$ cat src/rtl/hgk_pkg.sv
`timescale 1ns / 1ps
// ----------------------------------------------------------------------------
// hgk_pkg
// Shared constants and types for the Hellschreiber glyph keyer.
// ----------------------------------------------------------------------------
package hgk_pkg;

  localparam int CHAR_W            = 8;
  localparam int GAP_W             = 5;
  localparam int ROM_ENTRIES       = 29;
  localparam int ROM_COLUMNS       = 5;
  localparam int GLYPH_COLUMNS_DEF = 5;
  localparam int GLYPH_ROWS_DEF    = 6;

  localparam logic [GAP_W-1:0]  GAP_RESET  = 5'd14;
  localparam logic [CHAR_W-1:0] SPACE_CODE = 8'h20;

  // Classification of a looked-up character code
  typedef struct packed {
    logic glyph;  // code found in the glyph ROM
    logic space;  // code is a space: gap slots only
  } hgk_look_t;

endpackage

$ cat src/rtl/hgk_in_if.sv
`timescale 1ns / 1ps
// ----------------------------------------------------------------------------
// hgk_in_if
// Character channel: one character code per transaction.
// ----------------------------------------------------------------------------
interface hgk_in_if;
  import hgk_pkg::*;

  logic              valid;
  logic              ready;
  logic [CHAR_W-1:0] char_code;

  modport source (output valid, output char_code, input ready);
  modport sink   (input valid, input char_code, output ready);

endinterface

$ cat src/rtl/hgk_out_if.sv
`timescale 1ns / 1ps
// ----------------------------------------------------------------------------
// hgk_out_if
// Keying slot channel: one slot per transaction.
// ----------------------------------------------------------------------------
interface hgk_out_if;

  logic valid;
  logic ready;
  logic key_on;
  logic last;

  modport source (output valid, output key_on, output last, input ready);
  modport sink   (input valid, input key_on, input last, output ready);

endinterface

$ cat src/rtl/hgk_glyph_rom.sv
`timescale 1ns / 1ps
// ----------------------------------------------------------------------------
// hgk_glyph_rom
// Glyph ROM with a registered read: code match, column bytes flattened into
// a slot pattern, first slot in the MSB.
// ----------------------------------------------------------------------------
module hgk_glyph_rom #(
  parameter int GLYPH_COLUMNS = hgk_pkg::GLYPH_COLUMNS_DEF,
  parameter int GLYPH_ROWS    = hgk_pkg::GLYPH_ROWS_DEF
) (
  input  logic                                   clk,
  input  logic                                   rd_en,
  input  logic [hgk_pkg::CHAR_W-1:0]             rd_code,
  output logic [GLYPH_COLUMNS*GLYPH_ROWS-1:0]    rd_bits,
  output hgk_pkg::hgk_look_t                     rd_look
);
  import hgk_pkg::*;

  localparam int SLOTS = GLYPH_COLUMNS * GLYPH_ROWS;
  localparam int ROM_W = ROM_COLUMNS * 8;

  localparam logic [CHAR_W-1:0] GLYPH_CODE [ROM_ENTRIES] = '{
    8'h31, 8'h32, 8'h33, 8'h34, 8'h35, 8'h36, 8'h37, 8'h38, 8'h39, 8'h30,
    8'h41, 8'h42, 8'h43, 8'h44, 8'h45, 8'h47, 8'h48, 8'h49, 8'h4A, 8'h4C,
    8'h4D, 8'h4E, 8'h4F, 8'h53, 8'h54, 8'h55, 8'h56, 8'h58, 8'h2C
  };

  // Column 0 in the top byte
  localparam logic [ROM_W-1:0] GLYPH_COLS [ROM_ENTRIES] = '{
    40'h04047C0000, 40'h4864544C40, 40'h444454543C, 40'h1C10107C10,
    40'h405C545434, 40'h3C524A4830, 40'h4424140C04, 40'h6C5A545A6C,
    40'h084A4A2A38, 40'h3864544C38, 40'h782C242C78, 40'h447C545428,
    40'h386C444428, 40'h447C444438, 40'h7C54544444, 40'h386C445434,
    40'h7C1010107C, 40'h00447C4400, 40'h604040407C, 40'h7C40404040,
    40'h7C0810087C, 40'h7C0408107C, 40'h3844444438, 40'h5854545424,
    40'h04047C0404, 40'h7C4040407C, 40'h7C20100804, 40'h4428102844,
    40'h80A0600000
  };

  logic [ROM_W-1:0] hit_cols;
  logic             hit;
  logic [SLOTS-1:0] bits;
  hgk_look_t        look;

  always_comb begin
    int       csel;
    logic [7:0] col_byte;
    hit_cols = '0;
    hit      = 1'b0;
    // codes are unique, so OR-ing the matches selects one entry
    for (int i = 0; i < ROM_ENTRIES; i++) begin
      if (GLYPH_CODE[i] == rd_code) begin
        hit      = 1'b1;
        hit_cols = hit_cols | GLYPH_COLS[i];
      end
    end
    bits = '0;
    for (int c = 0; c < GLYPH_COLUMNS; c++) begin
      csel     = (c < ROM_COLUMNS) ? c : 0;
      col_byte = hit_cols[(ROM_COLUMNS-1-csel)*8 +: 8];
      if (c >= ROM_COLUMNS) begin
        col_byte = 8'h00;
      end
      for (int r = 0; r < GLYPH_ROWS; r++) begin
        bits[SLOTS-1-(c*GLYPH_ROWS+r)] = col_byte[7-r];
      end
    end
    look.glyph = hit;
    look.space = (rd_code == SPACE_CODE);
  end

  always_ff @(posedge clk) begin
    if (rd_en) begin
      rd_bits <= bits;
      rd_look <= look;
    end
  end

endmodule

$ cat src/rtl/hell_glyph_keyer.sv
`timescale 1ns / 1ps
// ----------------------------------------------------------------------------
// hell_glyph_keyer
// Hellschreiber keyer: one character in, its keying slots out.
// ----------------------------------------------------------------------------
// Usage:
//   in_ch  : one ASCII character code per transaction.
//   out_ch : one keying slot per transaction (key_on, last). A known glyph
//            gives GLYPH_COLUMNS*GLYPH_ROWS slots then gap_slots key-off
//            slots; a space gives only the gap slots; an unknown code gives
//            nothing. last marks the final slot of a character.
//   cfg_we / cfg_wdata : writes gap_slots; change it only while idle.
// Flow: a character accepted on in_ch is read from the glyph ROM, loaded
//   into the slot sequencer when it is free, and its slots then leave
//   through the output register.
// Throughput: one slot per cycle while out_ch.ready stays high; the slot
//   sequencer sets this. The next character is read while the current one
//   is still being sent and follows its last slot without a bubble.
// Reset: clears all control state and sets gap_slots to 14.
// Stall: while out_ch.ready is low the output register holds and the
//   sequencer waits; one pending character is held, then in_ch.ready drops.
// ----------------------------------------------------------------------------
module hell_glyph_keyer #(
  parameter int GLYPH_COLUMNS = hgk_pkg::GLYPH_COLUMNS_DEF,
  parameter int GLYPH_ROWS    = hgk_pkg::GLYPH_ROWS_DEF
) (
  input  logic                      clk,
  input  logic                      rst_n,
  hgk_in_if.sink                    in_ch,
  hgk_out_if.source                 out_ch,
  input  logic                      cfg_we,
  input  logic [hgk_pkg::GAP_W-1:0] cfg_wdata
);
  import hgk_pkg::*;

  localparam int SLOTS     = GLYPH_COLUMNS * GLYPH_ROWS;
  localparam int SLOT_CW   = $clog2(SLOTS + 1);

  logic [GAP_W-1:0]   gap_r;
  logic               pend_v_r, pend_v_nxt;
  logic               busy_r, busy_nxt;
  logic [SLOTS-1:0]   glyph_sr_r, glyph_sr_nxt;
  logic [SLOT_CW-1:0] glyph_left_r, glyph_left_nxt;
  logic [GAP_W-1:0]   gap_left_r, gap_left_nxt;
  logic               out_valid_r, out_valid_nxt;
  logic               key_r, key_nxt;
  logic               last_r, last_nxt;

  logic               in_fire;
  logic               in_ready;
  logic               out_free;
  logic               adv;
  logic               slot_last;
  logic               load;
  logic [SLOTS-1:0]   rd_bits;
  hgk_look_t          rd_look;

  assign in_fire = in_ch.valid && in_ready;

  hgk_glyph_rom #(
    .GLYPH_COLUMNS (GLYPH_COLUMNS),
    .GLYPH_ROWS    (GLYPH_ROWS)
  ) u_rom (
    .clk     (clk),
    .rd_en   (in_fire),
    .rd_code (in_ch.char_code),
    .rd_bits (rd_bits),
    .rd_look (rd_look)
  );

  always_comb begin
    out_free  = !out_valid_r || out_ch.ready;
    adv       = busy_r && out_free;
    slot_last = (glyph_left_r == SLOT_CW'(1) && gap_left_r == '0) ||
                (glyph_left_r == '0 && gap_left_r == GAP_W'(1));
    // load the pending character when idle or as the current one ends its final slot
    load      = pend_v_r && (!busy_r || (adv && slot_last));
    in_ready  = !pend_v_r || load;

    pend_v_nxt     = pend_v_r;
    busy_nxt       = busy_r;
    glyph_sr_nxt   = glyph_sr_r;
    glyph_left_nxt = glyph_left_r;
    gap_left_nxt   = gap_left_r;
    out_valid_nxt  = out_valid_r;
    key_nxt        = key_r;
    last_nxt       = last_r;

    if (adv) begin
      out_valid_nxt = 1'b1;
      last_nxt      = slot_last;
      if (glyph_left_r != '0) begin
        key_nxt        = glyph_sr_r[SLOTS-1];
        glyph_sr_nxt   = glyph_sr_r << 1;
        glyph_left_nxt = glyph_left_r - SLOT_CW'(1);
      end else begin
        key_nxt      = 1'b0;
        gap_left_nxt = gap_left_r - GAP_W'(1);
      end
      if (slot_last) begin
        busy_nxt = 1'b0;
      end
    end else if (out_ch.ready) begin
      out_valid_nxt = 1'b0;
    end

    if (load) begin
      pend_v_nxt     = 1'b0;
      glyph_sr_nxt   = rd_bits;
      glyph_left_nxt = rd_look.glyph ? SLOT_CW'(SLOTS) : '0;
      gap_left_nxt   = gap_r;
      // unknown codes and a space with no gap produce no slots
      busy_nxt       = rd_look.glyph || (rd_look.space && gap_r != '0);
    end

    if (in_fire) begin
      pend_v_nxt = 1'b1;
    end
  end

  always_ff @(posedge clk) begin
    if (!rst_n) begin
      gap_r        <= GAP_RESET;
      pend_v_r     <= 1'b0;
      busy_r       <= 1'b0;
      glyph_left_r <= '0;
      gap_left_r   <= '0;
      out_valid_r  <= 1'b0;
    end else begin
      if (cfg_we) begin
        gap_r <= cfg_wdata;
      end
      pend_v_r     <= pend_v_nxt;
      busy_r       <= busy_nxt;
      glyph_left_r <= glyph_left_nxt;
      gap_left_r   <= gap_left_nxt;
      out_valid_r  <= out_valid_nxt;
    end
  end

  always_ff @(posedge clk) begin
    glyph_sr_r <= glyph_sr_nxt;
    key_r      <= key_nxt;
    last_r     <= last_nxt;
  end

  assign in_ch.ready   = in_ready;
  assign out_ch.valid  = out_valid_r;
  assign out_ch.key_on = key_r;
  assign out_ch.last   = last_r;

`ifndef SYNTH
  // a busy sequencer always has a slot left to send
  a_busy_has_slots: assert property (@(posedge clk) disable iff (!rst_n)
    busy_r |-> (glyph_left_r != '0 || gap_left_r != '0))
    else $error("sequencer busy with no slots left");

  a_glyph_count: assert property (@(posedge clk) disable iff (!rst_n)
    glyph_left_r <= SLOT_CW'(SLOTS))
    else $error("glyph slot count out of range");

  // after a final slot the sequencer stays busy only through a fresh load
  a_end_of_char: assert property (@(posedge clk) disable iff (!rst_n)
    (adv && slot_last) |=> (!busy_r || $past(load)))
    else $error("sequencer ran past the final slot");
`endif

endmodule
$ cat src/flat_wrapper.sv
// flat-port wrapper written by rule: the top's interface ports become plain ports
module hell_glyph_keyer_flat import hgk_pkg::*;
#(
  parameter int GLYPH_COLUMNS = hgk_pkg::GLYPH_COLUMNS_DEF,
  parameter int GLYPH_ROWS    = hgk_pkg::GLYPH_ROWS_DEF
)
  (clk, rst_n, cfg_we, cfg_wdata, in_ch_valid, in_ch_char_code, in_ch_ready, out_ch_valid, out_ch_key_on, out_ch_last, out_ch_ready);
  hgk_in_if in_ch_i ();
  hgk_out_if out_ch_i ();
  input  logic clk;
  input  logic rst_n;
  input  logic cfg_we;
  input  logic [hgk_pkg::GAP_W-1:0] cfg_wdata;
  input wire logic [$bits(in_ch_i.valid)-1:0] in_ch_valid;
  input wire logic [$bits(in_ch_i.char_code)-1:0] in_ch_char_code;
  output wire logic [$bits(in_ch_i.ready)-1:0] in_ch_ready;
  output wire logic [$bits(out_ch_i.valid)-1:0] out_ch_valid;
  output wire logic [$bits(out_ch_i.key_on)-1:0] out_ch_key_on;
  output wire logic [$bits(out_ch_i.last)-1:0] out_ch_last;
  input wire logic [$bits(out_ch_i.ready)-1:0] out_ch_ready;
  assign in_ch_i.valid = in_ch_valid;
  assign in_ch_i.char_code = in_ch_char_code;
  assign in_ch_ready = in_ch_i.ready;
  assign out_ch_valid = out_ch_i.valid;
  assign out_ch_key_on = out_ch_i.key_on;
  assign out_ch_last = out_ch_i.last;
  assign out_ch_i.ready = out_ch_ready;
  hell_glyph_keyer #(.GLYPH_COLUMNS(GLYPH_COLUMNS), .GLYPH_ROWS(GLYPH_ROWS)) u_core (.clk(clk), .rst_n(rst_n), .in_ch(in_ch_i), .out_ch(out_ch_i), .cfg_we(cfg_we), .cfg_wdata(cfg_wdata));
endmodule
$ cat config.mk
export PLATFORM = sky130hd
export DESIGN_NAME = hell_glyph_keyer_flat
export DESIGN_NICKNAME = d
export VERILOG_FILES = /design/src/rtl/hgk_pkg.sv /design/src/rtl/hgk_in_if.sv /design/src/rtl/hgk_out_if.sv /design/src/rtl/hgk_glyph_rom.sv /design/src/rtl/hell_glyph_keyer.sv /design/src/flat_wrapper.sv
export SDC_FILE = /design/constraint.sdc
export NUM_CORES = 1
export LEC_CHECK = 0
export BUFFER_PORTS_ARGS = -buffer_cell sky130_fd_sc_hd__buf_2
export CAP_MARGIN = 20
export CORE_MARGIN = 8
export CORE_UTILIZATION = 45
export CTS_CLUSTER_SIZE = 30
export DETAILED_ROUTE_END_ITERATION = 16
export HOLD_SLACK_MARGIN = 0.08
export SYNTH_ARGS = -nofsm -noshare
export SYNTH_HDL_FRONTEND = slang
export SYNTH_SLANG_ARGS = --single-unit
$ cat constraint.sdc
create_clock -name clk -period 3.1 [get_ports clk]
set_input_delay 0.155 -clock clk [delete_from_list [all_inputs] [get_ports clk]]
set_output_delay 0.155 -clock clk [all_outputs]
set_load 0.05 [all_outputs]
=== Yosys cells after proc, flatten, opt, wreduce, memory -nomap -nowiden ===
Cells that the tools add are included.

* Flip-flop bits (word level): 82
* Input port bits: 18
* Logic and storage cells: 134

* Add/subtract/negate cells: 2
* Equality and inequality tests: 34
* Mux-type cells: 55
* Reduce and logical (&&, ||, !) cells: 29

{| class="wikitable"
|+ Operators with widths
! kind !! count
|-
| 2-to-1 mux 39 bit || 18
|-
| 2-to-1 mux 38 bit || 5
|-
| equality test 7 x 8 -> 1 bit, first input constant || 18
|-
| 2-to-1 mux 30 bit || 4
|-
| equality test 6 x 8 -> 1 bit, first input constant || 11
|-
| 2-to-1 mux 35 bit || 2
|-
| 2-to-1 mux 5 bit || 11
|-
| 2-to-1 mux 37 bit || 1
|-
| 2-to-1 mux 36 bit || 1
|-
| 2-to-1 mux 31 bit || 1
|-
| OR reduction 28 bit || 1
|-
| 2-to-1 mux 1 bit || 12
|-
| equality test 5 x 1 -> 1 bit, second input constant || 2
|-
| zero test 5 bit || 2
|-
| nonzero test 2 bit || 5
|-
| nonzero test 5 bit || 2
|-
| subtractor 5 x 1 -> 5 bit, second input constant || 2
|-
| equality test 8 x 6 -> 1 bit, second input constant || 1
|-
| logical AND 1 bit || 7
|-
| AND reduction 2 bit || 3
|-
| logical OR 1 bit || 5
|-
| inequality test 2 x 1 -> 1 bit, second input constant || 2
|-
| zero test 1 bit || 3
|-
| OR reduction 3 bit || 1
|}

=== Longest topological paths before layout ===
* Word-level depth: 29
* Mapped depth: 8

=== Modules after synthesis ===
From an unflattened synthesis, not the netlist that was laid out.

* Cells, all modules: 502
* Area, all modules: 4908.5 um^2

{| class="wikitable"
|+ By module, submodules not included
! module !! times used !! cells an instance !! area an instance (um^2)
|-
| hgk_glyph_rom || 1 || 325 || 2532.4
|-
| hell_glyph_keyer || 1 || 177 || 2376.0
|}

=== Worst setup path before layout ===
No wires, ideal clock.

* Path type: flip-flop to flip-flop
* From: reg u_core.glyph_left_r[3]
* To: reg u_core.u_rom.rd_bits[0], enable pin
* Slack: -0.054 ns
* Arrival time: 2.732 ns
* Clock period less this slack: 3.154 ns
* Cell stages (with the launch flop): 5
* Library setup time: 0.422 ns
* Cell sequence: dfxtp_1 or3_4 o41ai_4 inv_1 a21oi_1

* Longest elaborated chain between the ends: 8
* Elaborated cells on any way between the ends: 10
* Those cells by class: 1 x eq/ne; 9 x reduce/logical

{| class="wikitable"
|+ Ends and longest elaborated chain
! item !! RTL line !! text
|-
| start, declared || hell_glyph_keyer.sv:43 || <nowiki>logic [SLOT_CW-1:0] glyph_left_r, glyph_left_nxt;</nowiki>
|-
| start signal, assigned || hell_glyph_keyer.sv:135 || <nowiki>glyph_left_r <= glyph_left_nxt;</nowiki>
|-
| equality test 5 x 1 -> 1 bit / zero test 5 bit (equally long branches) || hell_glyph_keyer.sv:74, hell_glyph_keyer.sv:75 ||
|-
| logical AND 1 bit, on equally long branches || hell_glyph_keyer.sv:74, hell_glyph_keyer.sv:75 ||
|-
| logical OR 1 bit (*) || hell_glyph_keyer.sv:74 || <nowiki>slot_last = (glyph_left_r == SLOT_CW'(1) && gap_left_r == '0) ||</nowiki>
|-
| logical AND 1 bit (*) || hell_glyph_keyer.sv:77 || <nowiki>load = pend_v_r && (!busy_r || (adv && slot_last));</nowiki>
|-
| logical OR 1 bit (*) || hell_glyph_keyer.sv:77 ||
|-
| logical AND 1 bit (*) || hell_glyph_keyer.sv:77 ||
|-
| logical OR 1 bit (*) || hell_glyph_keyer.sv:78 || <nowiki>in_ready = !pend_v_r || load;</nowiki>
|-
| logical AND 1 bit (*) || hell_glyph_keyer.sv:58 || <nowiki>assign in_fire = in_ch.valid && in_ready;</nowiki>
|-
| net u_core.in_fire || hell_glyph_keyer.sv:49 || <nowiki>logic in_fire;</nowiki>
|-
| end signal, assigned || hgk_glyph_rom.sv:74 || <nowiki>rd_bits <= bits;</nowiki>
|-
| end, declared || hgk_glyph_rom.sv:14 || <nowiki>output logic [GLYPH_COLUMNS*GLYPH_ROWS-1:0] rd_bits,</nowiki>
|}

The timed path passes the listed nets; every way through them passes the cells marked *.
A chain may end at the register's enable or synchronous reset.

=== Worst setup path in the final report ===
* From: reg u_core.glyph_left_r[0]
* To: reg u_core.glyph_sr_r[10], data pin

* Longest elaborated chain between the ends: 7
* Elaborated cells on any way between the ends: 9
* Those cells by class: 1 x eq/ne; 1 x mux; 7 x reduce/logical

{| class="wikitable"
|+ Ends and longest elaborated chain
! item !! RTL line !! text
|-
| equality test 5 x 1 -> 1 bit / zero test 5 bit (equally long branches) || hell_glyph_keyer.sv:74, hell_glyph_keyer.sv:75 ||
|-
| logical AND 1 bit, on equally long branches || hell_glyph_keyer.sv:74, hell_glyph_keyer.sv:75 ||
|-
| logical OR 1 bit (*) || hell_glyph_keyer.sv:74 ||
|-
| logical AND 1 bit (*) || hell_glyph_keyer.sv:77 ||
|-
| logical OR 1 bit (*) || hell_glyph_keyer.sv:77 ||
|-
| logical AND 1 bit (*) || hell_glyph_keyer.sv:77 ||
|-
| 2-to-1 mux 30 bit (*) || hell_glyph_keyer.sv:107 || <nowiki>if (load) begin</nowiki>
|-
| net u_core.glyph_sr_nxt[10] || hell_glyph_keyer.sv:42 || <nowiki>logic [SLOTS-1:0] glyph_sr_r, glyph_sr_nxt;</nowiki>
|-
| end signal, assigned || hell_glyph_keyer.sv:142 || <nowiki>glyph_sr_r <= glyph_sr_nxt;</nowiki>
|-
| end, declared || hell_glyph_keyer.sv:42 ||
|}

Marks and branches as above.

==> metrics.txt <==
total wire length=12300 um; Worst path max stage delay=0.50 ns; maximum clock insertion buffer count=2; Initial Utilization=45.4%; outcome=finished, final reports clean; CTS tree=done; EDFF count, synth=60; Comb pwr share=18.2%; endpoint type of the worst setup path=flip-flop; most frequent cells in the layout=edfxtp_1, nand2_1, o21ai_0, nor2_1; Ports=22; Most Crowded Layer GR=met2; switching part of the total=28.3%; clock share of power=28.4%; Psw=0.000678 W; drc violations=0; met1 GRT Util=22.7%; Cell Int Power=0.00172 W; setup TNS=0 ns; largest net degree at the start of global routing=45; Syn Area/Cell=10.2 um2; CP startpoint kind=flip-flop; met3 Track Usage GR=2.63%; # rows=38; YS warnings=0; cell family with most CP delay=buffers and inverters; Resized cells post-CTS=0; Fmax achieved=411 MHz; top_reg_cell synth=edfxtp_1; minimum clock period after layout=2.43 ns; vias in the first global route=3684; met2 usage=25.0%; CTS H-tree lvls=3; Cells after Synth=478; clock root buffer=clkbuf_8; die area=14400 um2; Worst R2R Setup Slack=0.67 ns; layout cells sized above 1=18.3%; most common cell after layout, fill and taps aside=edfxtp_1; final hold vios=0; Compound-Gate Fraction of Synth Area=19.4%; register clock-pin slew on the reported worst setup and hold paths=0.09 ns; Final Slew Violations=0; Clock Skews=0.0121 ns; HP Class=in2reg; main combinational cell family by area after synthesis=compound AO/OA/AOI/OAI gates; Post-Synth XOR/XNOR Area=1.44%; setup bufs post-CTS=0; Mapped Area=4850 um2; Flop pwr share=53.4%; # diodes=0; Critical Path Fanout Max=44; Async S/R FF share, synth=0%; RSZ-0062 raised after global routing=no; per-cell routed wire length=19.3 um; Final Wtd Congestion=0.972; WP data required=3.20 ns; mux cell area share after synthesis=9.66%; Pleak=2.03 nW; sequential share of the synthesized area=44.5%; dpl hpwl=8520 um; WP data arrival=2.53 ns; drt first-iter violations=311; Core ar.=10700 um2; period utilisation layout=78.4%; Congestion Overflow GR=0; input/output buffers=21; initial antenna violation count=0; CTS Buf Count=9; worst skew pair latency=0.34 ns; CP max-delay cell=buf_4; Distinct cells, synth=71; Layout Nets=515; cts-stage hold buffer count=5; die width=120 um; via count=3931; Crit Path Category=reg2reg; Final Cell Area=5320 um2; Max Cap Violations=0; maximum vdd drop=228 uV; Slew @ Worst Pin=0.731 ns; pwr dens=450 nW/um2; endpoints failing setup=0; CP Cell Sequence=inv_1, ha_1, a22oi_1, o41ai_4, nand2_4, buf_4, mux2_2; area grow syn2layout=9.51%; Seq cells post-synth=78; Slew HR=51.3%; Die Y=120 um; first-pass GRT wire length=19400 um; CTS sink count=78; First-pass DRT Iterations=5; fill count=1000; Crit path buffers/inverters=2; DR vias/cell=6.18; Synthesized Nets=502; total track usage=16.8%; adder-cell area share of the yosys netlist=1.55%; Placed Instance Area=5090 um2; Final ANT Viol Nets=0; Post-Synth Simple-Gate Area=18.4%
-- stage by stage --
stage / util, % / setup slack (ns) / hold slack, ns / power, W / std cells
2_1_floorplan: - / 0.495 / 0.284 / 0.00162 / 478
3_3_place_gp: 47.5 / 0.722 / 0.375 / 0.00172 / 615
3_5_place_dp: 47.5 / 0.685 / 0.376 / 0.00173 / 615
4_1_cts: 49.7 / 0.651 / 0.0866 / 0.00241 / 636
5_1_grt: 49.7 / 0.507 / 0.0950 / 0.00250 / 636
6_report: 49.7 / 0.668 / 0.0981 / 0.00239 / 636
-- path summary, 6_finish.rpt --
kind                                end                    from  depth (start not counted)
setup / recovery  u_core.glyph_sr_r[10]  u_core.glyph_left_r[0]                          7
hold reg to reg    u_core.glyph_sr_r[5]    u_core.glyph_sr_r[4]                          1
hold / removal          u_core.gap_r[1]                   rst_n                          2
setup reg to reg  u_core.glyph_sr_r[10]  u_core.glyph_left_r[0]                          7
-- flip-flops by register name, summed over array words and instances, names as in the netlist, 2 cells and up --
| register | cells |
|---|---|
| u_core.glyph_sr_r | 30 |
| u_core.u_rom.rd_bits | 26 |
| u_core.gap_left_r | 5 |
| u_core.gap_r | 5 |
| u_core.glyph_left_r | 5 |
| u_core.u_rom.rd_look | 2 |
-- Yosys cell counts, types with 6 or more instances --
cell,n,area (um2)
nor2_1,24,90.1
inv_1,13,48.8
nand3_1,13,65.1
nor2b_1,17,106
nand2_1,37,139
clkbuf_1,31,116
a22oi_1,7,52.6
nand2b_1,10,62.6
buf_2,6,30.0
mux2i_1,9,90.1
o211ai_1,8,60.1
a21boi_0,6,45.0
ha_1,6,75.1
edfxtp_1,60,1800
nor3_1,13,65.1
o22ai_1,7,43.8
mux2_4,23,345
o21ai_0,26,130
a21oi_1,24,120
dfxtp_1,18,360
a31oi_1,12,75.1
xor2_1,6,52.6
-- metal layers --
layer	part of all wire, %	up-vias
met5	0	-
met4	5.1	0
met3	6.0	59
met2	45	196
met1	44	1832
li1	-	1844
-- worst register-to-register path: cells and delay by family (launching register included) --
| family | cells | cell delay (ns) |
|---|---|---|
| DFF | 1 | 0.37 |
| muxes | 1 | 0.42 |
| AOI/OAI and AO/OA | 2 | 0.48 |
| adders and majority gates | 1 | 0.22 |
| buffers and inverters | 2 | 0.60 |
| and+or+nand+nor | 1 | 0.10 |
-- cell type report --
class                      instances  area, um2  share of cell area (%)
clock inverter                     7       56.3                    1.06
clock buffer                       9        124                    2.33
multi-input combinational        344       2460                    46.2
timing repair buffer              44        290                    5.46
inverter                          14       52.6                   0.988
tap                              140        175                    3.29
sequential                        78       2160                    40.7
-- logic make-up after synthesis --
family	count (synthesis)
mux	35
buf+inv	56
compound gates	136
simple gates	159
fa+ha+maj	6
xor+xnor	8
flops	78
-- power groups by stage --
| stage | clock network (W) | logic [W] | registers, W |
|---|---|---|---|
| after floorplan | 0 | 0.000325 | 0.00129 |
| after global placement | 0 | 0.000417 | 0.00130 |
| after detailed placement | 0 | 0.000425 | 0.00130 |
| after CTS | 0.000703 | 0.000430 | 0.00128 |
| after global routing | 0.000743 | 0.000473 | 0.00129 |
| final | 0.000681 | 0.000435 | 0.00128 |
Note: power is estimated with default switching activity, not from simulation.
